`config.mk`:
```
export PLATFORM = sky130hd
export DESIGN_NAME = cbd_prep
export DESIGN_NICKNAME = d
export VERILOG_FILES = /design/src/rtl/core/cbd_pkg.sv /design/src/rtl/core/cbd_prep.sv
export SDC_FILE = /design/constraint.sdc
export NUM_CORES = 1
export LEC_CHECK = 0
export ABC_CLOCK_PERIOD_IN_PS = 2500
export BUFFER_PORTS_ARGS = -buffer_cell sky130_fd_sc_hd__clkbuf_2
export CAP_MARGIN = 20
export CORE_MARGIN = 1
export CORE_UTILIZATION = 48
export CTS_BUF_LIST = sky130_fd_sc_hd__clkbuf_8 sky130_fd_sc_hd__clkbuf_16
export CTS_CLUSTER_SIZE = 8
export DETAILED_ROUTE_END_ITERATION = 8
export GPL_ROUTABILITY_DRIVEN = 0
export PLACE_DENSITY = 0.9
export SLEW_MARGIN = 20
export SYNTH_ARGS = -nofsm -noshare
export SYNTH_HDL_FRONTEND = slang
export SYNTH_SLANG_ARGS = --single-unit
```
`constraint.sdc`:
```
create_clock -name clk_i -period 2.5 [get_ports clk_i]
set_input_delay 0.125 -clock clk_i [delete_from_list [all_inputs] [get_ports clk_i]]
set_output_delay 0.125 -clock clk_i [all_outputs]
set_load 0.02 [all_outputs]
```
`src/rtl/core/cbd_pkg.sv`:
```
package cbd_pkg;

  localparam int CoordWidthDef   = 32;
  localparam int CordicStagesDef = 20;
  localparam int AngleFrac       = 16;
  localparam int DataW           = 64;
  localparam int GuardTop        = 60;
  localparam int ZW              = 24;
  localparam int VW              = 26;
  localparam int HeadingW        = 9;
  localparam int TableLen        = 32;

  localparam logic [HeadingW-1:0] HeadUp    = 9'd0;
  localparam logic [HeadingW-1:0] HeadRight = 9'd90;
  localparam logic [HeadingW-1:0] HeadDown  = 9'd180;
  localparam logic [HeadingW-1:0] HeadLeft  = 9'd270;
  localparam logic [HeadingW-1:0] HeadFull  = 9'd360;
  localparam logic [HeadingW-1:0] HeadMax   = 9'd359;

  typedef struct packed {
    logic                special;
    logic [HeadingW-1:0] heading;
    logic                dx_neg;
  } cbd_meta_t;

  function automatic logic signed [ZW-1:0] atan_deg(input int unsigned idx);
    logic signed [ZW-1:0] a;
    case (idx)
      0:       a = 24'sd2949120;
      1:       a = 24'sd1740967;
      2:       a = 24'sd919879;
      3:       a = 24'sd466945;
      4:       a = 24'sd234379;
      5:       a = 24'sd117304;
      6:       a = 24'sd58666;
      7:       a = 24'sd29335;
      8:       a = 24'sd14668;
      9:       a = 24'sd7334;
      10:      a = 24'sd3667;
      11:      a = 24'sd1833;
      12:      a = 24'sd917;
      13:      a = 24'sd458;
      14:      a = 24'sd229;
      15:      a = 24'sd115;
      16:      a = 24'sd57;
      17:      a = 24'sd29;
      18:      a = 24'sd14;
      19:      a = 24'sd7;
      20:      a = 24'sd4;
      21:      a = 24'sd2;
      22:      a = 24'sd1;
      default: a = '0;
    endcase
    return a;
  endfunction

endpackage

```
`src/rtl/core/cbd_prep.sv`:
```
module cbd_prep
  import cbd_pkg::*;
#(
  parameter int CoordWidth = CoordWidthDef
) (
  input  logic                         clk_i,
  input  logic                         rst_ni,
  input  logic                         en_i,
  input  logic                         valid_i,
  input  logic signed [CoordWidth-1:0] from_x_i,
  input  logic signed [CoordWidth-1:0] from_y_i,
  input  logic signed [CoordWidth-1:0] to_x_i,
  input  logic signed [CoordWidth-1:0] to_y_i,
  output logic                         valid_o,
  output logic signed [DataW-1:0]      x_o,
  output logic signed [DataW-1:0]      y_o,
  output cbd_meta_t                    meta_o
);

  localparam int Guard = GuardTop - CoordWidth;
  localparam int DW    = CoordWidth + 1;

  logic signed [DW-1:0]    dx_d, dy_d, dx_q, dy_q;
  logic                    valid_a_q;
  logic                    dx_zero, dy_zero, dx_neg;
  logic [DW-1:0]           ax;
  logic signed [DataW-1:0] x_d, y_d;
  cbd_meta_t               meta_d;

  assign dx_d = DW'(to_x_i) - DW'(from_x_i);
  assign dy_d = DW'(to_y_i) - DW'(from_y_i);

  always_comb begin
    dx_zero = (dx_q == '0);
    dy_zero = (dy_q == '0);
    dx_neg  = dx_q[DW-1];
    ax      = dx_neg ? DW'(-dx_q) : DW'(dx_q);
    x_d     = signed'({{(DataW-DW){1'b0}}, ax}) <<< Guard;
    y_d     = DataW'(dy_q) <<< Guard;
    meta_d.special = dx_zero || dy_zero;
    meta_d.dx_neg  = dx_neg;
    if (dx_zero) begin
      meta_d.heading = dy_q[DW-1] ? HeadDown : HeadUp;
    end else begin
      meta_d.heading = dx_neg ? HeadLeft : HeadRight;
    end
  end

  always_ff @(posedge clk_i or negedge rst_ni) begin
    if (!rst_ni) begin
      valid_a_q <= 1'b0;
      valid_o   <= 1'b0;
    end else if (en_i) begin
      valid_a_q <= valid_i;
      valid_o   <= valid_a_q;
    end
  end

  always_ff @(posedge clk_i) begin
    if (en_i) begin
      dx_q   <= dx_d;
      dy_q   <= dy_d;
      x_o    <= x_d;
      y_o    <= y_d;
      meta_o <= meta_d;
    end
  end

endmodule

```
; After elaboration in Yosys (flattened, before gate mapping)
; Index checks and enable logic that the tools add are counted.
[word_totals]
ff_bits = 145
inputBits = 132
out_inout_bits = 140
wordCells = 20
[classes]
n_addsub = 3
mux = 4
n_reduce_logical = 3
[ops]
columns = op, n
row1 = $logic_not A33 Y1, 2
row2 = $sub A32 B32 Y33, 2
row3 = $neg A33 Y33, 1
row4 = $mux W32, 1
row5 = $mux W9, 2
row6 = $mux W8, 1
row7 = $logic_or A1 B1 Y1, 1

; Depth between registers and ports, before layout
[depth]
ltp_word = 2
depth_mapped = 10
ltp_nobuf = 10

; Least setup slack after synthesis
; No wires, ideal clock.
[synth_path]
kind = register to register
startpoint = register dx_q[12]
endpoint = register x_o[60] (data pin)
setup_time_ps = 255
t_arrival_ps = 2476
t_required_ps = 2245
setup_slack_ps = -231
path_stages_with_launch = 9
path_buffers = 0
synth_period_minus_slack_ps = 2731
path_cell_list = edfxtp_1 > or4_1 > or2_4 > nor4b_4 > nand3_2 > or3_4 > nor3_1 > ha_1 > and2_1
[synth_between]
elab_chain_cells = 1
[synth_lines]
columns = element, line_no
row1 = "start, declared", cbd_prep.sv:23  ; logic signed [DW-1:0] dx_d, dy_d, dx_q, dy_q;
row2 = "start signal, assigned", cbd_prep.sv:61  ; dx_q <= dx_d;
row3 = $neg A33 Y33, cbd_prep.sv:37  ; ax = dx_neg ? DW'(-dx_q) : DW'(dx_q);
row4 = "end signal, assigned", cbd_prep.sv:63  ; x_o <= x_d;
row5 = "end, declared", cbd_prep.sv:15  ; output logic signed [DataW-1:0] x_o,
; No other way between the ends.
; A chain may end at the register's enable or synchronous reset.

; Final worst setup path
[layout_path]
startpoint = register dx_q[10]
endpoint = register x_o[60] (data pin)
; Same word-level chain as after synthesis.

==> impl_metrics.json <==
{
  "cp_data_arrival_time_ns": 2.93,
  "dp_slack_ns": -0.2832,
  "synth_compound_area_frac": 0.1708,
  "place_hpwl_mm": 18.07,
  "power_density_nw_per_um2": 696.0,
  "layout_commonest_cell": "clkbuf_2",
  "grt_max_degree": 72,
  "syn_area_per_cell_um2": 10.13,
  "start_util": 0.4884,
  "synth_edf_count": 140,
  "clock-root-buffer": "clkbuf_16",
  "first_pass_iters": 5,
  "synthXorXnorAreaFrac": 0.07211,
  "violations": "setup timing",
  "synth_area_um2": 9474,
  "dieArea_um2": 20300,
  "p_leak_nw": 5.380,
  "synth_adder_area_share": 0.09139,
  "hold_violations": 0,
  "grt-ovfl-total": 0,
  "tns_ns": -2.438,
  "track_usage": 0.2331,
  "fin_cells": 1477,
  "layout_common_cells": "clkbuf_2 (210), edfxtp_1 (140), inv_1 (95), ha_1 (65), xnor2_1 (61)",
  "critPathKind": "flip-flop to flip-flop",
  "fp.dieH_um": 142.5,
  "synthToLayoutAreaGrowth_pct": 24.71,
  "rows": 51,
  "numCtsBuffers": 17,
  "cp-end-kind": "flip-flop",
  "slew_violations": 0,
  "antenna_found_initial": 2,
  "placed_area_um2": 10930,
  "synthArstFlopShare": 0.01408,
  "wl_per_cell_um": 16.11,
  "grt_pass1_wl_mm": 36.82,
  "startpoint_type": "flip-flop",
  "synth_seq_area_share": 0.4490,
  "via_count": 7993,
  "fin_nets": 1396,
  "synth_ff_type": "edfxtp_1",
  "path_cells": "or4_4 -> or2_4 -> nor4b_4 -> nand3_2 -> or3_4 -> nor3_4 -> ha_4 -> and2_4",
  "core_area_um2": 19400,
  "die_w_um": 142.5,
  "fin_ws_ns": -0.2580,
  "drc": 0,
  "clockBufferDepth": 2,
  "cts_tree": "built",
  "crit_path_max_incr_delay_ns": 0.54,
  "cp_max_fo": 2,
  "skew_ns": 0.008431,
  "htree_levels": 4,
  "clkTransAtPathRegs_ns": 0.06,
  "synth_top_family_by_area": "compound AO/OA/AOI/OAI gates",
  "outcome": "finished with violations",
  "max_freq_mhz": 362.6,
  "rsz0062_at_grt": "yes",
  "setup_viol": 17,
  "cp.required_ns": 2.68,
  "yosys.area_share.simple": 0.1161,
  "period_needed_ns": 2.758,
  "drt_iter0_drc": 599,
  "drive_above_1_share": 0.2763,
  "cts_sinks": 142,
  "syn_inst": 935,
  "power_mw": 8.223,
  "io_pins": 272,
  "synthMuxAreaShare": 0.002377,
  "yosys_warnings": 0,
  "synth-seq-cells": 142,
  "insertion_delay_ns": 0.42,
  "synth_cell_types": 64,
  "drt-total-wl_mm": 23.80,
  "tightest_slew_ns": 0.6606,
  "dp_cells": 1435,
  "detail-route-antenna-nets": 0,
  "slew_headroom": 0.5596,
  "grt_pass1_vias": 7474,
  "vias_per_cell": 5.412,
  "maxCapViolCount": 0,
  "io_buffers": 211,
  "hp-class": "input port to asynchronous set/reset pin",
  "vdd_drop_max_v": 0.0004031,
  "crit_slowest_cell": "or4_4",
  "finalCritPeriodShare": 1.103,
  "final_core_util": 0.6091,
  "fin_area_um2": 11820,
  "whs_ns": 0.02544
}
-- report_power, final --
group | internal [mW] | leakage [nW] | total [mW] | switching (mW)
combinational | 0.865 | 3.66 | 2.13 | 1.27
clock | 1.85 | 0.328 | 2.79 | 0.941
sequential | 3.10 | 1.39 | 3.30 | 0.196
-- area by class of cell --
class,count,area (µm²)
multi-input cells,670,4681
fillers,1488,7584
well taps,265,331.6
diodes,3,7.507
clock inverters,15,229.0
repair buffers,272,1538
flip-flops and latches,142,4254
inverters,93,349.1
clock buffers,17,425.4
-- cell families after synthesis --
logic type | Yosys count
compound gates | 243
simple gates | 219
buf+inv | 182
flops | 142
xor+xnor | 78
fa+ha+maj | 68
mux | 2
other cells | 1
-- flip-flops by register name (all words and copies together) (netlist names) --
signal     count
valid_o        1
y_o           33
dx_q          33
x_o           33
meta_o         8
valid_a_q      1
dy_q          33
-- synthesized netlist by cell type, types with 4 or more instances --
library cell	instances	area, µm²
clkbuf_1	24	90.09
o22ai_1	5	31.28
or4_1	6	45.04
edfxtp_1	140	4204
nor2b_1	6	37.54
inv_1	93	349.1
o211ai_1	4	30.03
o21ai_0	51	255.2
nor2_1	53	198.9
and2_1	7	43.79
a211oi_1	7	52.55
and3_1	4	25.02
xor2_1	17	148.9
nor3_1	18	90.09
buf_4	65	488.0
o21a_1	14	105.1
nand4_1	10	62.56
ha_1	66	825.8
a21o_1	32	240.2
xnor2_1	61	534.3
o2111ai_1	4	35.03
o31a_1	4	35.03
a31oi_1	6	37.54
nand2b_1	11	68.82
o41ai_1	6	52.55
o31ai_1	17	127.6
or3_1	6	37.54
a2111oi_0	4	35.03
a21boi_0	4	30.03
o21bai_1	4	30.03
a21oi_1	57	285.3
nand3_1	17	85.08
nand2_1	58	217.7
nor4_1	11	68.82
-- layer usage --
metal	wire length, µm	GRT usage	share of wire	vias to the layer above
met5	0	0	0	-
met4	1096	0.1262	0.046	0
met3	1583	0.04475	0.067	83
met2	11470	0.3860	0.48	430
met1	9651	0.2871	0.41	3680
li1	-	-	-	3800
-- worst paths after layout --
path	endpoint	depth (start not counted)	startpoint	slack, ns
worst max-delay path	x_o[60]$_SDFFCE_PN0P_	8	dx_q[10]$_DFFE_PP_	-0.26
max in group asynchronous	valid_o$_DFFE_PN0P_	2	rst_ni	2.38
worst max register to register	x_o[60]$_SDFFCE_PN0P_	8	dx_q[10]$_DFFE_PP_	-0.26
min in group clk_i	dy_q[0]$_DFFE_PP_	3	from_y_i[0]	0.10
worst min register to register	y_o[36]$_DFFE_PP_	0	dy_q[8]$_DFFE_PP_	0.44
worst min-delay path	valid_a_q$_DFFE_PN0P_	2	rst_ni	0.03
-- repair_timing --
item | in CTS | in global routing
endpoints found under the hold margin | 3 | 0
pin swaps | 4 | 4
setup endpoints to repair | 15 | 20
gates resized for setup | 28 | 9
hold buffers | 2 | 0
gates cloned | 0 | 0
setup buffers | 3 | 2
-- critical path: cells and delay by family (launching register included) --
family,cells,cell delay [ns]
and+or+nand+nor,7,1.88
DFF,1,0.40
adders and majority gates,1,0.23
(Power assumes the default switching activity.)
