`config.mk`:
```
export PLATFORM = sky130hd
export DESIGN_NAME = cbd_cordic_stage
export DESIGN_NICKNAME = d
export VERILOG_FILES = /design/src/rtl/core/cbd_pkg.sv /design/src/rtl/core/cbd_cordic_stage.sv
export SDC_FILE = /design/constraint.sdc
export NUM_CORES = 1
export LEC_CHECK = 0
export ABC_AREA = 0
export BUFFER_PORTS_ARGS = -buffer_cell sky130_fd_sc_hd__buf_2
export CORE_MARGIN = 5
export CORE_UTILIZATION = 50
export CTS_BUF_LIST = sky130_fd_sc_hd__clkbuf_4 sky130_fd_sc_hd__clkbuf_8
export CTS_CLUSTER_SIZE = 10
export DETAILED_ROUTE_END_ITERATION = 10
export PLACE_DENSITY = 0.84
export SKIP_LAST_GASP = 1
export SYNTH_ARGS = -nofsm -noshare
export SYNTH_HDL_FRONTEND = slang
export SYNTH_SLANG_ARGS = --single-unit
```
`constraint.sdc`:
```
create_clock -name clk_i -period 0.9 [get_ports clk_i]
set_clock_uncertainty 0.05 [all_clocks]
set_input_delay 0.045 -clock clk_i [delete_from_list [all_inputs] [get_ports clk_i]]
set_output_delay 0.045 -clock clk_i [all_outputs]
set_load 0.005 [all_outputs]
```
`src/rtl/core/cbd_pkg.sv`:
```
package cbd_pkg;

  localparam int CoordWidthDef   = 32;
  localparam int CordicStagesDef = 20;
  localparam int AngleFrac       = 16;
  localparam int DataW           = 64;
  localparam int GuardTop        = 60;
  localparam int ZW              = 24;
  localparam int VW              = 26;
  localparam int HeadingW        = 9;
  localparam int TableLen        = 32;

  localparam logic [HeadingW-1:0] HeadUp    = 9'd0;
  localparam logic [HeadingW-1:0] HeadRight = 9'd90;
  localparam logic [HeadingW-1:0] HeadDown  = 9'd180;
  localparam logic [HeadingW-1:0] HeadLeft  = 9'd270;
  localparam logic [HeadingW-1:0] HeadFull  = 9'd360;
  localparam logic [HeadingW-1:0] HeadMax   = 9'd359;

  typedef struct packed {
    logic                special;
    logic [HeadingW-1:0] heading;
    logic                dx_neg;
  } cbd_meta_t;

  function automatic logic signed [ZW-1:0] atan_deg(input int unsigned idx);
    logic signed [ZW-1:0] a;
    case (idx)
      0:       a = 24'sd2949120;
      1:       a = 24'sd1740967;
      2:       a = 24'sd919879;
      3:       a = 24'sd466945;
      4:       a = 24'sd234379;
      5:       a = 24'sd117304;
      6:       a = 24'sd58666;
      7:       a = 24'sd29335;
      8:       a = 24'sd14668;
      9:       a = 24'sd7334;
      10:      a = 24'sd3667;
      11:      a = 24'sd1833;
      12:      a = 24'sd917;
      13:      a = 24'sd458;
      14:      a = 24'sd229;
      15:      a = 24'sd115;
      16:      a = 24'sd57;
      17:      a = 24'sd29;
      18:      a = 24'sd14;
      19:      a = 24'sd7;
      20:      a = 24'sd4;
      21:      a = 24'sd2;
      22:      a = 24'sd1;
      default: a = '0;
    endcase
    return a;
  endfunction

endpackage

```
`src/rtl/core/cbd_cordic_stage.sv`:
```
module cbd_cordic_stage
  import cbd_pkg::*;
#(
  parameter int Shift = 0
) (
  input  logic                    clk_i,
  input  logic                    rst_ni,
  input  logic                    en_i,
  input  logic                    valid_i,
  input  logic signed [DataW-1:0] x_i,
  input  logic signed [DataW-1:0] y_i,
  input  logic signed [ZW-1:0]    z_i,
  input  cbd_meta_t               meta_i,
  output logic                    valid_o,
  output logic signed [DataW-1:0] x_o,
  output logic signed [DataW-1:0] y_o,
  output logic signed [ZW-1:0]    z_o,
  output cbd_meta_t               meta_o
);

  localparam logic signed [ZW-1:0] Angle = atan_deg(Shift);

  logic signed [DataW-1:0] xs, ys, x_d, y_d;
  logic signed [ZW-1:0]    z_d;

  always_comb begin
    xs = x_i >>> Shift;
    ys = y_i >>> Shift;
    if (!y_i[DataW-1]) begin
      x_d = x_i + ys;
      y_d = y_i - xs;
      z_d = z_i + Angle;
    end else begin
      x_d = x_i - ys;
      y_d = y_i + xs;
      z_d = z_i - Angle;
    end
  end

  always_ff @(posedge clk_i or negedge rst_ni) begin
    if (!rst_ni) begin
      valid_o <= 1'b0;
    end else if (en_i) begin
      valid_o <= valid_i;
    end
  end

  always_ff @(posedge clk_i) begin
    if (en_i) begin
      x_o    <= x_d;
      y_o    <= y_d;
      z_o    <= z_d;
      meta_o <= meta_i;
    end
  end

endmodule

```
==> impl_summary.txt, run 1 <==
----------------------------------------------------
[Outcome]
  Outcome ... aborted with a tool error
  Stop stage ... global routing (5_1_grt)
  Run Error ... [ERROR GRT-0232] Routing congestion too high. Check the congestion heatmap in the GUI.

[Synthesis]
  Post-synthesis register bit count ... 163
  Synth async-reset ratio ... 0.6135%
  Post-Syn Instances ... 2109
  Post-Synthesis Net Count ... 2476
  Largest cells by area after synthesis ... edfxtp_1 (28%), ha_1 (14%), a21oi_1 (8.7%)
  Primary FF master, synth ... edfxtp_1
  Synth top area share ... 27.98%
  Post-synth cell types ... 101
  Area leader, netlist ... edfxtp_1
  Part of the Yosys area used for sequential elements ... 28.13%
  Number of enable-type register cells in the synthesized netlist ... 162
  Summed instance area of the synthesized netlist ... 17390 sq um
  Average instance area after synthesis ... 8.243 sq um
  Synth warn ... 0

[Placed design]
  Gpl congestion ... 1.046
  # port buffers ... 330
  Detail Placement HPWL ... 65740 microns
  Worst setup slack after placement ... -2.434 ns

[Floorplan]
  Die H ... 196.5 microns
  Overall die width ... 196.5 microns
  Starting utilization of the core area ... 50.45%
  Std cell rows ... 68
  Number of top-level pins ... 331

[Clock tree]
  Deepest level of the CTS H-tree ... 4
  Bufs on Longest Clock Path ... 2
  Clock Sink Count ... 163
  Clock tree root driver cell ... clkbuf_8
  Number of buffers inserted during clock tree synthesis ... 17

[STA]
  GR repair worst EP ... y_o[39]$_DFFE_PP_/D
  Worst endpoint kind after the last repair ... sequential cell input

[Global routing]
  Total routing usage reported by global routing ... 65.35%
  Largest net degree at the start of global routing ... 72
  GRT overflow ... 19

----------------------------------------------------
-- repair_timing --
action,CTS
cloned,1
resized for setup,376
endpoints found under the setup margin,292
pin swaps,166
hold buffers,35
endpoints found under the hold margin,59
setup buffers,68
-- through the flow --
step	TNS, ns	std cells	area [sq um]	hold WS [ns]
CTS	-196.82	3785	29540	-0.08938
global placement	-239.59	3657	26610	-0.2301
floorplan	-162.35	2109	18500	-0.3006
detailed placement	-246.67	3657	26610	-0.2289
-- cells in the mapped netlist, drive strengths merged, types with 5 or more instances --
cell and n:
buf 51, edfxtp 162, o21bai 54, a221oi 9, o31a 14, inv 207
nand3 28, a21o 44, a2111oi 6, or2 9, nand4 36, ha 196
xnor2 117, a21oi 307, o211ai 17, nand2 131, nand2b 16, o22ai 5
and3 5, o221ai 7, o21ai 148, nor2b 14, nand3b 5, and2 5
nor3 28, or3 8, a21boi 9, nor4 31, mux2i 32, a31oi 18
clkbuf 50, nor2 187, a211oi 24, o31ai 33, xor2 13, o21a 14
-- layer usage --
layer | GRT overflow | global-route usage (%)
met1 | 0 | 66.97
met3 | 0 | 42.07
met5 | 0 | 7.531
met2 | 12 | 87.71
met4 | 7 | 63.54
-- cell families after synthesis --
kind of cell	synth area share (%)
multiplexers	1.907
buffers and inverters	7.197
AND/OR/NAND/NOR	13.77
flip-flops	28.13
AO/OA/AOI/OAI	27.88
adder cells (fa/ha/maj)	14.57
XOR/XNOR	6.549
==> inputs of run 2 (changes only) <==
Settings changed: CORE_UTILIZATION 50 to 35, CTS_BUF_LIST sky130_fd_sc_hd__clkbuf_4 sky130_fd_sc_hd__clkbuf_8 to not set, CTS_CLUSTER_SIZE 10 to not set, PLACE_DENSITY 0.84 to not set, PLACE_DENSITY_LB_ADDON set to 0.15.
==> run 2 against run 1 <==
  * Synthesized area stayed put
  * The flow now finishes, with violations (hold timing, setup timing)
  * Synthesized cell count stayed put
==> impl_summary.txt, run 2 <==
----------------------------------------------------
[Clock tree]
  Bufs on Longest Clock Path ... 2
  Clock tree root driver cell ... clkbuf_16
  Clock tree from TritonCTS ... yes
  Worst-skew pair later-pin latency ... 0.50 ns
  CTS clock-pin slew for the worst setup and hold paths ... 0.08 ns
  Deepest level of the CTS H-tree ... 4
  Clock Sink Count ... 163
  Number of buffers inserted during clock tree synthesis ... 17
  Hold Buf Count CTS ... 36

[Power and ir drop]
  Maximum VDD drop ... 1120 uV
  Fraction of power spent switching nets ... 37.13%
  Part of the total power dissipated in sequential elements ... 25.7%
  Switch Pwr ... 15.06 mW
  Leakage ... 14.55 nW
  Comb pwr share ... 52.6%
  Cell internal power dissipation ... 25.50 mW
  Total power divided by cell area ... 1271 nW/um^2
  Clk pwr share ... 21.7%

[STA]
  Crit path setup slack, layout ... -1.764 ns
  Setup TNS after final layout ... -206.87 ns
  Worst slew margin relative to its limit ... 49.63%
  Transition time at the pin with the least slew margin ... 0.7451 ns
  Setup violations, final ... 307
  Achievable clock frequency ... 375.3 MHz
  Post-route fraction of the period consumed by the critical path ... 296.0%
  Final critical delay including setup and external delays ... 2.664 ns
  Final slew viol count ... 0
  Unrepaired setup endpoints after global routing ... true
  Hold_ws ... -0.09263 ns
  Hold Violations, Final ... 10

[Finish]
  Max reg flops ... 64
  Post-Layout Inst Area ... 31900 sq um
  Post-route core utilization ... 65.03%
  Largest register by flop count ... x_o
  Nets@finish ... 3783
  Layout cells sized above 1 ... 54.27%
  Biggest regs ... x_o: 64 flops, y_o: 63 flops, z_o: 24 flops
  Most frequent cells in the layout ... buf_4 (934), buf_2 (308), a21oi_1 (186)
  Area growth from synthesis to final layout ... 83.49%
  Number of fill cells ... 4243
  Most common library cell in the layout ignoring fill and taps ... buf_4

[Floorplan]
  Floorplan die area ... 54230 sq um
  Starting utilization of the core area ... 35.44%
  Std-Cell Core Area ... 49050 sq um
  Die H ... 232.9 microns
  Std cell rows ... 81
  Overall die width ... 232.9 microns
  Number of top-level pins ... 331

[Critical path]
  Number of buffer and inverter stages on the critical path ... 6
  Largest fanout on the critical path ... 3
  Library cell appearing most often on the critical path ... buf_4
  Worst endpoint required time ... 1.11 ns
  Slowest stage cell on the critical path ... o311ai_4
  Chain of cells forming the critical path ... buf_12, ha_4, buf_4, nor2b_4, o211ai_1, buf_4, a311oi_4, a211oi_4, a2111oi_4, buf_4, buf_12, o311ai_4, nand3_4, a21oi_4, buf_4, o211ai_2, xnor2_1
  CP Launch Type ... primary input
  Nature of the critical path endpoint ... register
  Critical path arrival ... 2.88 ns
  Category of cells accounting for the largest share of critical-path delay ... compound AO/OA/AOI/OAI gates
  Crit Path Class ... in -> reg
  Source of the critical timing path ... y_i[0]
  Origin of the critical flop-to-flop path ... valid_o
  Delay of the slowest critical-path stage ... 0.37 ns

[Synthesis]
  Most used standard cell by instance count after synthesis ... a21oi_1
  Summed instance area of the synthesized netlist ... 17390 sq um
  Synth top area share ... 27.98%
  Post-Syn Instances ... 2109
  Largest cells by area after synthesis ... edfxtp_1 (28%), ha_1 (14%), a21oi_1 (8.7%)
  Average instance area after synthesis ... 8.243 sq um
  Synth async-reset ratio ... 0.6135%
  Number of enable-type register cells in the synthesized netlist ... 162
  Post-synthesis register bit count ... 163
  Post-synth cell types ... 101
  Post-Synthesis Net Count ... 2476
  Top cell types by occurrence after synthesis ... a21oi_1 (303), inv_1 (202), ha_1 (196)
  Primary FF master, synth ... edfxtp_1
  Area leader, netlist ... edfxtp_1
  Synth warn ... 0
  Part of the Yosys area used for sequential elements ... 28.13%

[Hold path]
  Worst min-delay path category ... in -> reg
  Start point of the worst min-delay path ... en_i

[Placed design]
  Gpl congestion ... 1.042
  Worst setup slack after placement ... -2.651 ns
  Cell area after placement ... 27380 sq um
  Detail Placement HPWL ... 68640 microns
  # port buffers ... 330

[Global routing]
  GRT overflow ... 0
  Total routing usage reported by global routing ... 30.26%
  Initial antenna violation count ... 5
  Vias in the first global route ... 21920
  First-pass GRT wire length ... 126900 microns
  Largest net degree at the start of global routing ... 31

[Drt]
  Wire length after detailed routing ... 84890 microns
  WL/cell ... 20.73 microns
  Number of routed nets with antenna violations ... 0
  Vias per cell ... 5.209
  Length of the first detailed-routing pass in iterations ... 5
  Number of remaining DRC errors ... 0
  Drt initial violations ... 1322
  Via Count ... 21330

[Outcome]
  Violations in the final reports ... hold timing, setup timing
  Outcome ... finished, violations left

[Run]
  Maximum Capacitance Violations ... 0

----------------------------------------------------
## run 2: cell counts after synthesis
No cell type changed its count.
## run 2: stage by stage
step	total power, mW	instances	hold slack [ns]
floorplan	18.48	2109	-0.3006
global placement	28.16	3926	-0.2297
detailed placement	28.24	3926	-0.2292
CTS	39.55	4056	-0.1132
global route	42.42	4093	-0.09807
finish	40.55	4095	-0.09263
## run 2: cells by family (layout without fill, tap and decap cells)
logic type / count (synthesis) / after routing / synth area share (%)
flip-flops: 163 / 163 / 28.13
buffers and inverters: 310 / 1630 / 7.197
AO/OA/AOI/OAI: 761 / 761 / 27.88
other: 0 / 2 / 0
AND/OR/NAND/NOR: 512 / 512 / 13.77
adder cells (fa/ha/maj): 200 / 200 / 14.57
multiplexers: 33 / 33 / 1.907
XOR/XNOR: 130 / 130 / 6.549
## run 2: area by class of cell
cell class	count	area, sq um	area share [%]
Tap cell	664	830.8	2.604
Clock inverter	15	244.0	0.7648
Multi-Input combinational cell	1636	14270	44.72
Timing Repair Buffer	1389	10380	32.52
Sequential cell	163	4890	15.33
Clock buffer	17	425.4	1.334
Inverter	209	864.6	2.710
Antenna cell	2	5.005	0.01569
## run 2: path summary, 6_finish.rpt
| check | end | slack (ns) | cells after the start |
|---|---|---|---|
| min in group asynchronous | valid_o | 0.35 | 3 |
| max in group asynchronous | valid_o | 0.34 | 3 |
| hold / removal | x_o[16] | -0.09 | 2 |
| setup / recovery | x_o[55] | -1.76 | 17 |
| hold reg to reg | valid_o | 0.50 | 1 |
| setup reg to reg | valid_o | 0.08 | 1 |
## run 2: power by group through the flow
stage / clock network [mW] / registers [mW] / logic, mW
2_1_floorplan: 0 / 10.6 / 7.89
3_3_place_gp: 0 / 10.5 / 17.6
3_5_place_dp: 0 / 10.6 / 17.7
4_1_cts: 8.97 / 10.4 / 20.2
5_1_grt: 9.25 / 10.5 / 22.7
6_report: 8.80 / 10.4 / 21.3
## run 2: timing repair
| item | CTS | global route |
|---|---|---|
| gates resized for setup | 428 | 154 |
| endpoints found under the hold margin | 50 | 10 |
| pin swaps | 219 | 114 |
| endpoints found under the setup margin | 292 | 308 |
| setup buffers | 76 | 50 |
## run 2: routing by layer
layer | vias up | track usage, % | wire, microns
li1 | 10200 | - | -
met1 | 10290 | 39.66 | 36860
met2 | 697 | 51.38 | 40670
met3 | 141 | 4.527 | 4692
met4 | 6 | 9.692 | 2626
met5 | - | 0 | 42
No activity file was read; power rests on OpenSTA's default activity.
