$ cat src/rtl/core/cbd_pkg.sv
package cbd_pkg;

  localparam int CoordWidthDef   = 32;
  localparam int CordicStagesDef = 20;
  localparam int AngleFrac       = 16;
  localparam int DataW           = 64;
  localparam int GuardTop        = 60;
  localparam int ZW              = 24;
  localparam int VW              = 26;
  localparam int HeadingW        = 9;
  localparam int TableLen        = 32;

  localparam logic [HeadingW-1:0] HeadUp    = 9'd0;
  localparam logic [HeadingW-1:0] HeadRight = 9'd90;
  localparam logic [HeadingW-1:0] HeadDown  = 9'd180;
  localparam logic [HeadingW-1:0] HeadLeft  = 9'd270;
  localparam logic [HeadingW-1:0] HeadFull  = 9'd360;
  localparam logic [HeadingW-1:0] HeadMax   = 9'd359;

  typedef struct packed {
    logic                special;
    logic [HeadingW-1:0] heading;
    logic                dx_neg;
  } cbd_meta_t;

  function automatic logic signed [ZW-1:0] atan_deg(input int unsigned idx);
    logic signed [ZW-1:0] a;
    case (idx)
      0:       a = 24'sd2949120;
      1:       a = 24'sd1740967;
      2:       a = 24'sd919879;
      3:       a = 24'sd466945;
      4:       a = 24'sd234379;
      5:       a = 24'sd117304;
      6:       a = 24'sd58666;
      7:       a = 24'sd29335;
      8:       a = 24'sd14668;
      9:       a = 24'sd7334;
      10:      a = 24'sd3667;
      11:      a = 24'sd1833;
      12:      a = 24'sd917;
      13:      a = 24'sd458;
      14:      a = 24'sd229;
      15:      a = 24'sd115;
      16:      a = 24'sd57;
      17:      a = 24'sd29;
      18:      a = 24'sd14;
      19:      a = 24'sd7;
      20:      a = 24'sd4;
      21:      a = 24'sd2;
      22:      a = 24'sd1;
      default: a = '0;
    endcase
    return a;
  endfunction

endpackage

$ cat src/rtl/core/cbd_finish.sv
module cbd_finish
  import cbd_pkg::*;
(
  input  logic                 clk_i,
  input  logic                 rst_ni,
  input  logic                 en_i,
  input  logic                 valid_i,
  input  logic signed [ZW-1:0] z_i,
  input  cbd_meta_t            meta_i,
  output logic                 valid_o,
  output logic [HeadingW-1:0]  heading_o
);

  localparam int QW = VW - AngleFrac;
  localparam logic signed [VW-1:0] BaseRight =
    signed'({{(VW-HeadingW-AngleFrac){1'b0}}, HeadRight, {AngleFrac{1'b0}}});
  localparam logic signed [VW-1:0] BaseLeft =
    signed'({{(VW-HeadingW-AngleFrac){1'b0}}, HeadLeft, {AngleFrac{1'b0}}});
  localparam logic [AngleFrac-1:0] Half = {1'b1, {(AngleFrac-1){1'b0}}};
  localparam logic signed [QW-1:0] FullS = signed'(QW'(HeadFull));

  logic signed [VW-1:0]   v_d, v_q;
  cbd_meta_t              meta_q;
  logic                   valid_v_q;
  logic signed [QW-1:0]   q, qr, qw;
  logic [AngleFrac-1:0]   f;
  logic                   up;
  logic [HeadingW-1:0]    heading_d;

  assign v_d = meta_i.dx_neg ? (BaseLeft + VW'(z_i)) : (BaseRight - VW'(z_i));

  always_comb begin
    q  = v_q[VW-1:AngleFrac];
    f  = v_q[AngleFrac-1:0];
    up = (f > Half) || ((f == Half) && q[0]);
    qr = q + QW'(up);
    if (qr < 0) begin
      qw = qr + FullS;
    end else if (qr >= FullS) begin
      qw = qr - FullS;
    end else begin
      qw = qr;
    end
    heading_d = meta_q.special ? meta_q.heading : qw[HeadingW-1:0];
  end

  always_ff @(posedge clk_i or negedge rst_ni) begin
    if (!rst_ni) begin
      valid_v_q <= 1'b0;
      valid_o   <= 1'b0;
    end else if (en_i) begin
      valid_v_q <= valid_i;
      valid_o   <= valid_v_q;
    end
  end

  always_ff @(posedge clk_i) begin
    if (en_i) begin
      v_q       <= v_d;
      meta_q    <= meta_i;
      heading_o <= heading_d;
    end
  end

endmodule

$ cat config.mk
export PLATFORM = sky130hd
export DESIGN_NAME = cbd_finish
export DESIGN_NICKNAME = d
export VERILOG_FILES = /design/src/rtl/core/cbd_pkg.sv /design/src/rtl/core/cbd_finish.sv
export SDC_FILE = /design/constraint.sdc
export NUM_CORES = 1
export LEC_CHECK = 0
export ABC_AREA = 1
export CORE_ASPECT_RATIO = 1.1
export CORE_MARGIN = 2
export CORE_UTILIZATION = 37
export CTS_BUF_LIST = sky130_fd_sc_hd__clkbuf_4 sky130_fd_sc_hd__clkbuf_8
export DETAILED_ROUTE_END_ITERATION = 7
export DONT_BUFFER_PORTS = 1
export GPL_TIMING_DRIVEN = 0
export PLACE_DENSITY = 0.63
export SLEW_MARGIN = 15
export SYNTH_ARGS = -nofsm -noshare
export SYNTH_HDL_FRONTEND = slang
export SYNTH_SLANG_ARGS = --single-unit
$ cat constraint.sdc
create_clock -name clk_i -period 2.21 [get_ports clk_i]
set_input_delay 0 -clock clk_i [delete_from_list [all_inputs] [get_ports clk_i]]
set_output_delay 0 -clock clk_i [all_outputs]
set_load 0.01 [all_outputs]
; Word-level counts from Yosys, hierarchy flattened
; Cells that the tools add are included.
; W data, S select, Z words.
[totals]
ff_bits = 47
wordCells = 21
input_bits = 39
out_inout_bits = 10
[op_classes]
n_lt_le_gt_ge = 3
add_sub_neg = 5
muxes = 4
n_eq_ne = 1
reduce_logical = 2
[op_table]
columns = operator, n
row1 = $mux W9, 3
row2 = $add A26 B24 Y26 const A, 1
row3 = $mux W26, 1
row4 = $sub A24 B24 Y25 const A, 1
row5 = $eq A16 B16 Y1 const B, 1
row6 = $gt A16 B16 Y1 const B, 1
row7 = $add A10 B1 Y10, 1
row8 = $ge A10 B10 Y1 const B, 1
row9 = $lt A10 B1 Y1 const B, 1
row10 = $add A9 B9 Y9 const B, 1
row11 = $sub A9 B9 Y9 const B, 1
row12 = $logic_and A1 B1 Y1, 1
row13 = $logic_or A1 B1 Y1, 1

; Depth between registers and ports, before layout
; Gate-level depths: netlist of run 1.
[logic_depth]
depth_word = 8
ltp_mapped = 16
ltp_nobuf = 16

; Worst setup path before layout of run 1
; Ideal clock, no wire load.
[synth_path]
path_kind = reg-to-reg
from = register v_q[16]
to = register heading_o[7], data pin
arrival_time_ns = 2.158
slack_ns = -0.201
synth_period_minus_slack_ns = 2.411
path_stages_with_launch = 16
required_ns = 1.957
path_cell_list = edfxtp_1 > nor4_1 > a41oi_1 > ha_1 > ha_1 > nand3_2 > nand2_1 > nand2_1 > inv_1 > ha_1 > inv_1 > nand3_1 > nand2_1 > nand3_1 > nand3_1 > nand2_1
[synth_via]
elab_chain_len = 7
word_cells_on_any_way = 10
[synth_rtl]
columns = element, line_no
row1 = from (decl), cbd_finish.sv:22  ; logic signed [VW-1:0] v_d, v_q;
row2 = from (signal assigned), cbd_finish.sv:59  ; v_q <= v_d;
row3 = $logic_and A1 B1 Y1, cbd_finish.sv:35  ; up = (f > Half) || ((f == Half) && q[0]);
row4 = $logic_or A1 B1 Y1, cbd_finish.sv:35
row5 = $add A10 B1 Y10 *, cbd_finish.sv:36  ; qr = q + QW'(up);
row6 = $sub A9 B9 Y9 / $ge A10 B10 Y1 (equally long branches), "cbd_finish.sv:40, cbd_finish.sv:39"
row7 = $mux W9, cbd_finish.sv:39  ; end else if (qr >= FullS) begin
row8 = $mux W9 *, cbd_finish.sv:37  ; if (qr < 0) begin
row9 = $mux W9 *, cbd_finish.sv:44  ; heading_d = meta_q.special ? meta_q.heading : qw[HeadingW-1:0];
row10 = net heading_d[7], cbd_finish.sv:28  ; logic [HeadingW-1:0] heading_d;
row11 = to (signal assigned), cbd_finish.sv:61  ; heading_o <= heading_d;
row12 = to (decl), cbd_finish.sv:11  ; output logic [HeadingW-1:0] heading_o
; Mark *: on every way through the listed nets, which the timed path passes. The rest lies on a longest branch.
; A chain may end at the register's enable or synchronous reset.

; Worst setup path after layout of run 1
[layout_path]
from = register v_q[0]
to = register heading_o[4], data pin
[layout_via]
elab_chain_len = 8
word_cells_on_any_way = 12
[layout_rtl]
columns = element, line_no
row1 = "parallel branches: the longest is 2 deep, another holds $gt A16 B16 Y1", --
row2 = $logic_or A1 B1 Y1 *, cbd_finish.sv:35
row3 = $add A10 B1 Y10 *, cbd_finish.sv:36
row4 = $sub A9 B9 Y9 / $ge A10 B10 Y1 (equally long branches), "cbd_finish.sv:40, cbd_finish.sv:39"
row5 = $mux W9, cbd_finish.sv:39
row6 = $mux W9 *, cbd_finish.sv:37
row7 = $mux W9 *, cbd_finish.sv:44
row8 = net heading_d[4], cbd_finish.sv:28
; Mark *: on every way through the listed nets, which the timed path passes.

==> impl_metrics.toml, run 1 <==
[status]
status = "finished with violations"
violations = "setup timing"

[timing]
rsz0062_at_grt = "true"
timing.final.ws_setup_ps = -211.0
timing.final.crit_share_pct = 109.5
finalSetupViolations = 6
hold_viol_final = 0
holdWs_ps = 1.337
skew_ps = 6.395
worstMarginPinSlew_ps = 452.1
max_freq_mhz = 413.0
relSlewSlack_pct = 69.86
min_period_ps = 2421
maxSlewViolCount = 0

[final_layout]
layout-drive-gt1-share_pct = 13.08
antenna_cells = 0
fin_nets = 435
syn_to_final_growth_pct = 25.98

[yosys]
yosys-top-cells-count = "104 x nand2_1, 45 x edfxtp_1, 32 x inv_1, 32 x nand3_1, 31 x nor2_1"
synth_nets = 387
ys_seq_area_share_pct = 47.78
synth_async_sr_flop_share_pct = 4.255
synth_edf_count = 45
ys_warn_count = 0
synthFlopType = "edfxtp_1"
ys_types = 35
avgSynthCellArea_sq_um = 8.601
synth_top_area_share_pct = 46.08
ys_ff_latch = 47
synth_area_leader_cell = "edfxtp_1"
netlist_area_sq_mm = 0.002933
synthCells = 341
synth_area_leaders = "edfxtp_1 46%, nand2_1 13%, nand3_1 5.5%, xor2_1 4.2%, inv_1 4.1%"
synth.most_common_cell = "nand2_1"

[setup_path]
critPathCaptureType = "flip-flop"
cp.arrival_ps = 2490
critPathLaunchType = "flip-flop"
worstSetupPathType = "flip-flop to flip-flop"
reg2reg_depth = 14
cp.required_ps = 2280
cp_max_fo = 4
regToRegStartpoint = "v_q[0]"
r2r_end = "heading_o[4]"
rrSetupSlack_ps = -210

[worst_hold_path]
hp-class = "input pin to flip-flop"
worstHoldEndpoint = "v_q[5]"
holdCritStartpoint = "meta_i[0]"
holdPathStages = 2

[route]
wl_met2_um = 2992
antenna_left = 0
drt_pre_antenna_iters = 4
top_layer_used = "met4"
wl_per_cell_um = 12.14
vias = 2408
drt_iter0_drc = 114
drcViolationCount = 0
wl_met1_um = 2660
avgViaCountPerCell = 4.835
routed_wl_um = 6047
wl_met3_um = 292

[die]
top_level_ports = 49
core_sq_mm = 0.007785
chipHeight_um = 97.38
die_width_um = 88.89
start_util_pct = 37.67
dieArea_sq_mm = 0.008655
rows = 34

[power_and_ir_drop]
cellPowerDensity_mw_per_mm2 = 620.7
p_comb_share_pct = 21.4
seqPwrFrac_pct = 50.0
p_sw_share_pct = 28.41
switching_power_w = 0.0006517
leakagePower_nw = 1.522
p_int_w = 0.001642
ir_drop_mv = 0.3003
pwr-share-clk_pct = 28.5

[cts]
clkLatencyLatePin_ps = 310
cts_htree_levels = 2
cts_root_buf = "clkbuf_8"
cts_tree = "built"
clock-sinks = 47
clkTransAtPathRegs_ps = 100
cts_buffer_depth = 2
cts_inserted_buffers = 5

[placed_design]
io_buffers = 0
pre_cts_ws_ps = -296.0
dp_hpwl_um = 4248
gp_congestion = 0.8308

[flow_run]
cap_violations = 0

[global_routing]
grt_pass1_wl_um = 10200
antenna_found_initial = 0
grt_pass1_vias = 2373
grt_overflow_total = 0
track_usage_pct = 14.54
grt_max_degree = 50
metrics by stage:
stage	area (sq um)	util [%]	setup TNS [ps]	power [W]	cells
finish	3695	47.46	-1053	0.002294	498
global route	3695	47.46	-1976	0.002424	498
CTS	3662	47.04	-1091	0.002295	495
detailed placement	3095	39.76	-1607	0.001532	449
global placement	3095	39.76	-1521	0.001523	449
floorplan	2960	-	-0.8926	0.001456	341
logic make-up after synthesis:
kind of cell    count (synthesis)  synth area share, %
xor+xnor                       22                6.570
compound gates                 24                4.693
simple gates                  202                32.72
fa+ha+maj                       7                2.986
buf+inv                        39                5.247
flops                          47                47.78
worst max-delay path, stage by stage (launching register included):
cell,delay (ps)
edfxtp_1,390
nor4_2,310
a41oi_1,150
ha_2,250
ha_4,190
nand3_4,110
nand2_4,60
nand2_4,90
inv_4,50
ha_4,250
inv_1,50
nand3_1,80
nand3_1,70
nand3_1,70
nand2_1,50
repair_timing:
action	in CTS	in global routing
endpoints found under the hold margin	80	0
resized for setup	13	3
endpoints found under the setup margin	6	6
hold buffers	35	0
pin swaps	8	3
setup buffers	3	3
registers in the layout (all words and copies together) (netlist names):
register	flops
v_q	26
meta_q	10
valid_o	1
valid_v_q	1
heading_o	9
cell usage in the layout, fill, tap and decap left out, types with 2 or more instances in the layout:
cell type,count
clkbuf_1,4
nor2_4,2
nand3_4,3
nand2_2,5
nand2_4,7
nand4_1,8
dfrtp_1,2
o21ai_1,2
nand2_1,98
o21ai_0,10
ha_1,4
nor3_1,3
a21oi_1,6
nor2_1,31
xnor2_1,8
dlygate4sd3_1,34
xor2_1,14
nor4_2,2
nand3_1,31
nor4_1,2
nand3b_1,2
buf_4,8
edfxtp_1,45
inv_1,30
nand3_2,2
ha_4,2
nor2_2,2
clkbuf_8,5
metal layers:
layer / track usage [%] / up-vias
met2: 24.17 / 76
met5: 0 / -
met3: 3.314 / 12
met4: 5.012 / 0
met1: 18.27 / 1082
li1: - / 1238
power groups by stage:
stage / Combinational [W] / Sequential, W / Clock, W
2_1_floorplan: 0.000303 / 0.00115 / 0
3_3_place_gp: 0.000359 / 0.00116 / 0
3_5_place_dp: 0.000364 / 0.00117 / 0
4_1_cts: 0.000472 / 0.00115 / 0.000673
5_1_grt: 0.000554 / 0.00116 / 0.000711
6_report: 0.000492 / 0.00115 / 0.000655
area by class of cell:
cell class | count | area (sq um)
fill | 720 | 4090
multi-input combinational | 255 | 1473
sequential | 47 | 1401
timing repair buffer | 41 | 412.9
tap | 108 | 135.1
inverter | 33 | 126.4
clock buffer | 5 | 68.82
clock inverter | 3 | 47.55
buffer | 6 | 30.03
worst max-delay path by stage:
stage / endpoint / start / slack, ps / cells after the start
after CTS: heading_o[3] / v_q[0] / -200 / 14
after detailed placement: heading_o[5] / v_q[6] / -300 / 14
after global placement: heading_o[5] / v_q[6] / -280 / 14
after floorplan: heading_o[7] / v_q[6] / -0.9 / 15
after global routing: heading_o[7] / v_q[0] / -380 / 14
final: heading_o[4] / v_q[0] / -210 / 14
Note: power is estimated with default switching activity, not from simulation.
==> run 2: changes to the inputs <==
- ABC_AREA: 1 -> unset
==> impl_metrics.toml, run 2 <==
[status]
status = "finished with violations"
violations = "setup timing"

[final_layout]
layoutNonFillerInstCount = 385
layout-drive-gt1-share_pct = 17.45
antenna_cells = 0
fin_nets = 343
top_regs = "v_q (26), meta_q (10), heading_o (9)"
fillers = 676
final_cell_mix = "45 x edfxtp_1, 36 x dlygate4sd3_1, 21 x nor2_1, 17 x xnor2_1, 15 x xor2_1"
syn_to_final_growth_pct = 26.91
largest_register = "v_q"
multiInputGateArea_sq_mm = 0.001478
seqCellArea_sq_mm = 0.001401
layout_commonest_cell = "edfxtp_1"
largest_reg_flops = 26

[die]
die_width_um = 87.13
start_util_pct = 37.85
rows = 33
dieArea_sq_mm = 0.008316
core_sq_mm = 0.007432
top_level_ports = 49
chipHeight_um = 95.45

[yosys]
synth_fa_ha_area_share_pct = 3.114
ys_types = 59
avgSynthCellArea_sq_um = 11.25
synth_top_family_by_area = "simple AND/OR/NAND/NOR gates"
synth_compound_area_share_pct = 14.19
yosys-top-cells-count = "45 x edfxtp_1, 21 x nor2_1, 17 x xnor2_1"
synth.most_common_cell = "edfxtp_1"
ys_ff_latch = 47
synth_edf_count = 45
synth_top_area_share_pct = 48.04
synth_nets = 296
synth_async_sr_flop_share_pct = 4.255
synthCells = 250
ys_warn_count = 0
synth-simple-area-share_pct = 16.99
netlist_area_sq_mm = 0.002813
ys_seq_area_share_pct = 49.82
synthXorXnorAreaFrac_pct = 10.85
synth_area_leader_cell = "edfxtp_1"
synth_mux_area_share_pct = 2.358
synthFlopType = "edfxtp_1"
synth_area_leaders = "edfxtp_1 48%, xnor2_1 5.3%, xor2_1 5.0%, ha_1 3.1%, nor2_1 2.8%"

[timing]
skew_ps = 16.13
min_period_ps = 2819
finalSetupViolations = 6
max_freq_mhz = 354.7
timing.final.crit_share_pct = 127.6
relSlewSlack_pct = 67.63
maxSlewViolCount = 0
hold_viol_final = 0
timing.final.ws_setup_ps = -609.5
rsz0062_at_grt = "true"
worstMarginPinSlew_ps = 485.5

[route]
drt_iter0_drc = 64
wl_per_cell_um = 15.18
antenna_left = 0
wl_met1_um = 2540
routed_wl_um = 5844
wl_met2_um = 2938
drt_pre_antenna_iters = 5
wl_met3_um = 260
top_layer_used = "met4"
drcViolationCount = 0
vias = 2096
avgViaCountPerCell = 5.444

[global_routing]
track_usage_pct = 14.99
grt_pass1_vias = 2088
grt_overflow_total = 0
grt_max_degree = 48
antenna_found_initial = 0
grt_pass1_wl_um = 9673

[setup_path]
rrSetupSlack_ps = -610
slowest_delay_ps = 440
path_common_cell = "ha_4"
critPathCaptureType = "flip-flop"
cp_max_fo = 5
cpMaxStageDelayCell = "edfxtp_1"
critPathLaunchType = "flip-flop"
worstPathCellList = "nor4_4 > a41oi_2 > ha_4 > ha_4 > and2_4 > or4_4 > a21oi_4 > o22ai_2 > mux2i_1 > a31oi_1"
cp.required_ps = 2240
worstSetupPathType = "flip-flop to flip-flop"
cp.arrival_ps = 2850

[flow_run]
cap_violations = 0

[power_and_ir_drop]
power_w = 0.002158
p_int_w = 0.001545
cellPowerDensity_mw_per_mm2 = 604.5
ir_drop_mv = 0.2500
switching_power_w = 0.0006126
p_comb_share_pct = 20.6
leakagePower_nw = 1.236
seqPwrFrac_pct = 53.7
p_sw_share_pct = 28.39
pwr-share-clk_pct = 25.7

[cts]
clkTransAtPathRegs_ps = 100
cts_inserted_buffers = 5
clock-sinks = 47
cts_buffer_depth = 2
cts_root_buf = "clkbuf_8"
cts_tree = "built"
cts_htree_levels = 2
clkLatencyLatePin_ps = 320

[placed_design]
dp_hpwl_um = 3965
gp_congestion = 0.8418
io_buffers = 0
dp_cells = 337

[worst_hold_path]
hp-class = "input pin to flip-flop"
==> run 2: cell types whose count changed after synthesis, sizes merged, moves of 5 or more <==
cell / before / now
nand2: 110 / 11
nand3: 36 / 6
inv: 32 / 9
nor2: 36 / 21
xnor2: 8 / 18
nor3: 5 / 11
a21oi: 7 / 12
a31oi: 0 / 5
mux2: 0 / 5
nand4: 8 / 3
==> run 2: power by group through the flow <==
| stage | registers, W | clock network (W) | logic, W |
|---|---|---|---|
| 2_1_floorplan | 0.00116 | 0 | 0.000278 |
| 3_3_place_gp | 0.00117 | 0 | 0.000333 |
| 5_1_grt | 0.00117 | 0.000601 | 0.000497 |
| 4_1_cts | 0.00115 | 0.000569 | 0.000429 |
| 3_5_place_dp | 0.00117 | 0 | 0.000336 |
| 6_report | 0.00116 | 0.000555 | 0.000445 |
==> run 2: layout make-up <==
cell class	instances	share of cell area, %
sequential	47	39.26
tap	87	3.049
multi-input combinational	184	41.40
timing repair buffer	40	11.50
buffer	8	0.9814
clock buffer	5	1.928
clock inverter	3	0.7361
inverter	11	1.157
==> run 2: cell families after synthesis <==
| kind of cell | count (synthesis) |
|---|---|
| AO/OA/AOI/OAI | 57 |
| XOR/XNOR | 34 |
| adder cells (fa/ha/maj) | 7 |
| buffers and inverters | 19 |
| flip-flops | 47 |
| multiplexers | 6 |
| AND/OR/NAND/NOR | 80 |
==> run 2: worst paths after layout <==
path	cells after the start	startpoint	endpoint
max	10	v_q[13]	heading_o[6]
min	3	z_i[23]	v_q[24]
max reg2reg	10	v_q[13]	heading_o[6]
min reg2reg	1	valid_v_q	valid_o
max in group asynchronous	2	rst_ni	valid_v_q
min in group asynchronous	2	rst_ni	valid_o
==> run 2: worst max-delay path: cells and delay by family, from the launching register on <==
kind / cells / cell delay, ps
and+or+nand+nor: 3 / 920
AOI/OAI and AO/OA: 4 / 600
DFF: 1 / 440
adders and majority gates: 2 / 400
muxes: 1 / 170
==> run 2: per-layer routing <==
layer  GRT usage, %  vias to the layer above
met5              0                        -
met4          5.256                        0
met3          3.203                        8
met2          26.78                       57
met1          17.71                      981
li1               -                     1050
==> run 2: stage by stage <==
stage | TNS [ps] | utilization, % | instance area (sq um) | hold slack [ps] | setup slack (ps)
6_report | -3297 | 48.03 | 3570 | 6.751 | -609.5
5_1_grt | -4048 | 48.03 | 3570 | 21.67 | -748.3
4_1_cts | -3098 | 47.04 | 3496 | 4.693 | -565.8
3_5_place_dp | -3872 | 39.92 | 2967 | -295.5 | -711.0
3_3_place_gp | -3745 | 39.92 | 2967 | -295.5 | -676.3
2_1_floorplan | -1826 | - | 2858 | -295.6 | -345.8
==> run 2: repair_timing <==
action,in CTS,in global routing
hold endpoints to repair,82,0
buffers inserted,2,1
resized for setup,6,9
hold buffers,37,0
pin swaps,8,2
endpoints found under the setup margin,6,6
==> run 3: changes to the inputs <==
- RECOVER_POWER: unset -> 50
==> impl_metrics.toml, run 3 (synthesized netlist as in run 2, its figures left out) <==
[status]
violations = "setup timing"
status = "finished with violations"

[placed_design]
placed_cell_area_sq_mm = 0.002967
io_buffers = 0
dp_hpwl_um = 3965
gp_congestion = 0.8418
dp_cells = 337
pre_cts_ws_ps = -711.0

[global_routing]
grt_pass1_vias = 2088
track_usage_pct = 14.99
grt_max_degree = 48
antenna_found_initial = 0
grt_overflow_total = 0
grt_pass1_wl_um = 9673

[timing]
relSlewSlack_pct = 26.15
max_freq_mhz = 354.9
holdWs_ps = 6.815
hold_viol_final = 0
maxSlewViolCount = 0
skew_ps = 16.31
finalSetupViolations = 6
rsz0062_at_grt = "true"
timing.final.ws_setup_ps = -607.3
min_period_ps = 2817
worstMarginPinSlew_ps = 1108
timing.final.crit_share_pct = 127.5

[route]
antenna_left = 0
routed_wl_um = 5857
wl_per_cell_um = 15.21
drt_iter0_drc = 64
vias = 2097
drcViolationCount = 0
avgViaCountPerCell = 5.447
drt_pre_antenna_iters = 4

[setup_path]
slowest_delay_ps = 440
crit_family = "simple AND/OR/NAND/NOR gates"
worstSetupPathType = "flip-flop to flip-flop"
cp_max_fo = 5
path_common_cell = "ha_4"
critPathCaptureType = "flip-flop"
worstPathCellList = "nor4_4 > a41oi_2 > ha_4 > ha_4 > and2_4 > or4_4 > a21oi_4 > o22ai_2 > mux2i_1 > a31oi_1"
cp.arrival_ps = 2850
cpMaxStageDelayCell = "edfxtp_1"
cp.required_ps = 2240
critPathLaunchType = "flip-flop"
path_buf_inv = 0

[flow_run]
cap_violations = 0

[cts]
cts_htree_levels = 2
clkLatencyLatePin_ps = 320
clock-sinks = 47
clkTransAtPathRegs_ps = 100
cts_inserted_buffers = 5
cts_buffer_depth = 2
cts_root_buf = "clkbuf_8"
cts_tree = "built"

[power_and_ir_drop]
cellPowerDensity_mw_per_mm2 = 607.6
leakagePower_nw = 1.227
ir_drop_mv = 0.2505

[final_layout]
syn_to_final_growth_pct = 26.11
layout_commonest_cell = "edfxtp_1"
top_regs = "v_q (26), meta_q (10), heading_o (9)"
fin_util_pct = 47.73
final_cell_mix = "45 x edfxtp_1, 36 x dlygate4sd3_1, 21 x nor2_1, 17 x xnor2_1, 15 x xor2_1"
layout-drive-gt1-share_pct = 17.45
layoutNonFillerInstCount = 385
design_area_sq_mm = 0.003547
antenna_cells = 0
largest_register = "v_q"
fin_nets = 343
largest_reg_flops = 26

[die]
top_level_ports = 49
start_util_pct = 37.85
core_sq_mm = 0.007432
chipHeight_um = 95.45
die_width_um = 87.13
dieArea_sq_mm = 0.008316
rows = 33

[worst_hold_path]
hp-class = "input pin to flip-flop"
==> run 3: path summary, 6_finish.rpt <==
kind                            from      endpoint  slack [ps]  cells after the start
hold reg to reg            valid_v_q       valid_o         520                      1
max in group asynchronous     rst_ni     valid_v_q        1650                      2
hold / removal               z_i[23]       v_q[24]           7                      3
setup / recovery             v_q[13]  heading_o[6]        -610                     10
setup reg to reg             v_q[13]  heading_o[6]        -610                     10
min in group asynchronous     rst_ni       valid_o         450                      2
==> run 3: report_power, final <==
| part | internal, W | switching [W] | total, W |
|---|---|---|---|
| clock network | 0.000235 | 0.000320 | 0.000555 |
| registers | 0.00109 | 0.0000661 | 0.00116 |
| logic | 0.000214 | 0.000227 | 0.000441 |
==> run 3: timing repair <==
| action | CTS | global route |
|---|---|---|
| gates resized for setup | 6 | 9 |
| hold buffers | 37 | 0 |
| pin swaps | 8 | 2 |
| setup buffers | 2 | 1 |
| setup endpoints to repair | 6 | 6 |
| endpoints found under the hold margin | 82 | 0 |
==> run 3: area by class of cell <==
cell class                      instances  area (sq um)
Sequential cell                        47          1401
Multi-Input combinational cell        184          1478
Inverter                               11         41.29
Timing Repair Buffer                   40         387.9
Tap cell                               87         108.9
Buffer                                  8         35.03
Fill cell                             679          3885
Clock inverter                          3         26.28
Clock buffer                            5         68.82
==> run 3: worst min-delay path, delay by kind of cell <==
family / cells / cell delay [ps]
simple gates: 1 / 90
compound gates: 2 / 120
==> run 3: layer usage <==
layer,vias up,part of all wire (%),global-route usage (%)
met3,8,4.4,3.203
met5,-,0,0
met2,57,50,26.78
met4,0,1.8,5.256
li1,1051,-,-
met1,981,43,17.71
==> run 3: metrics by stage <==
| stage | TNS [ps] | total power, W |
|---|---|---|
| global route | -4048 | 0.002266 |
| floorplan | -1826 | 0.001436 |
| global placement | -3745 | 0.001501 |
| finish | -3286 | 0.002155 |
| CTS | -3098 | 0.002149 |
| detailed placement | -3872 | 0.001505 |
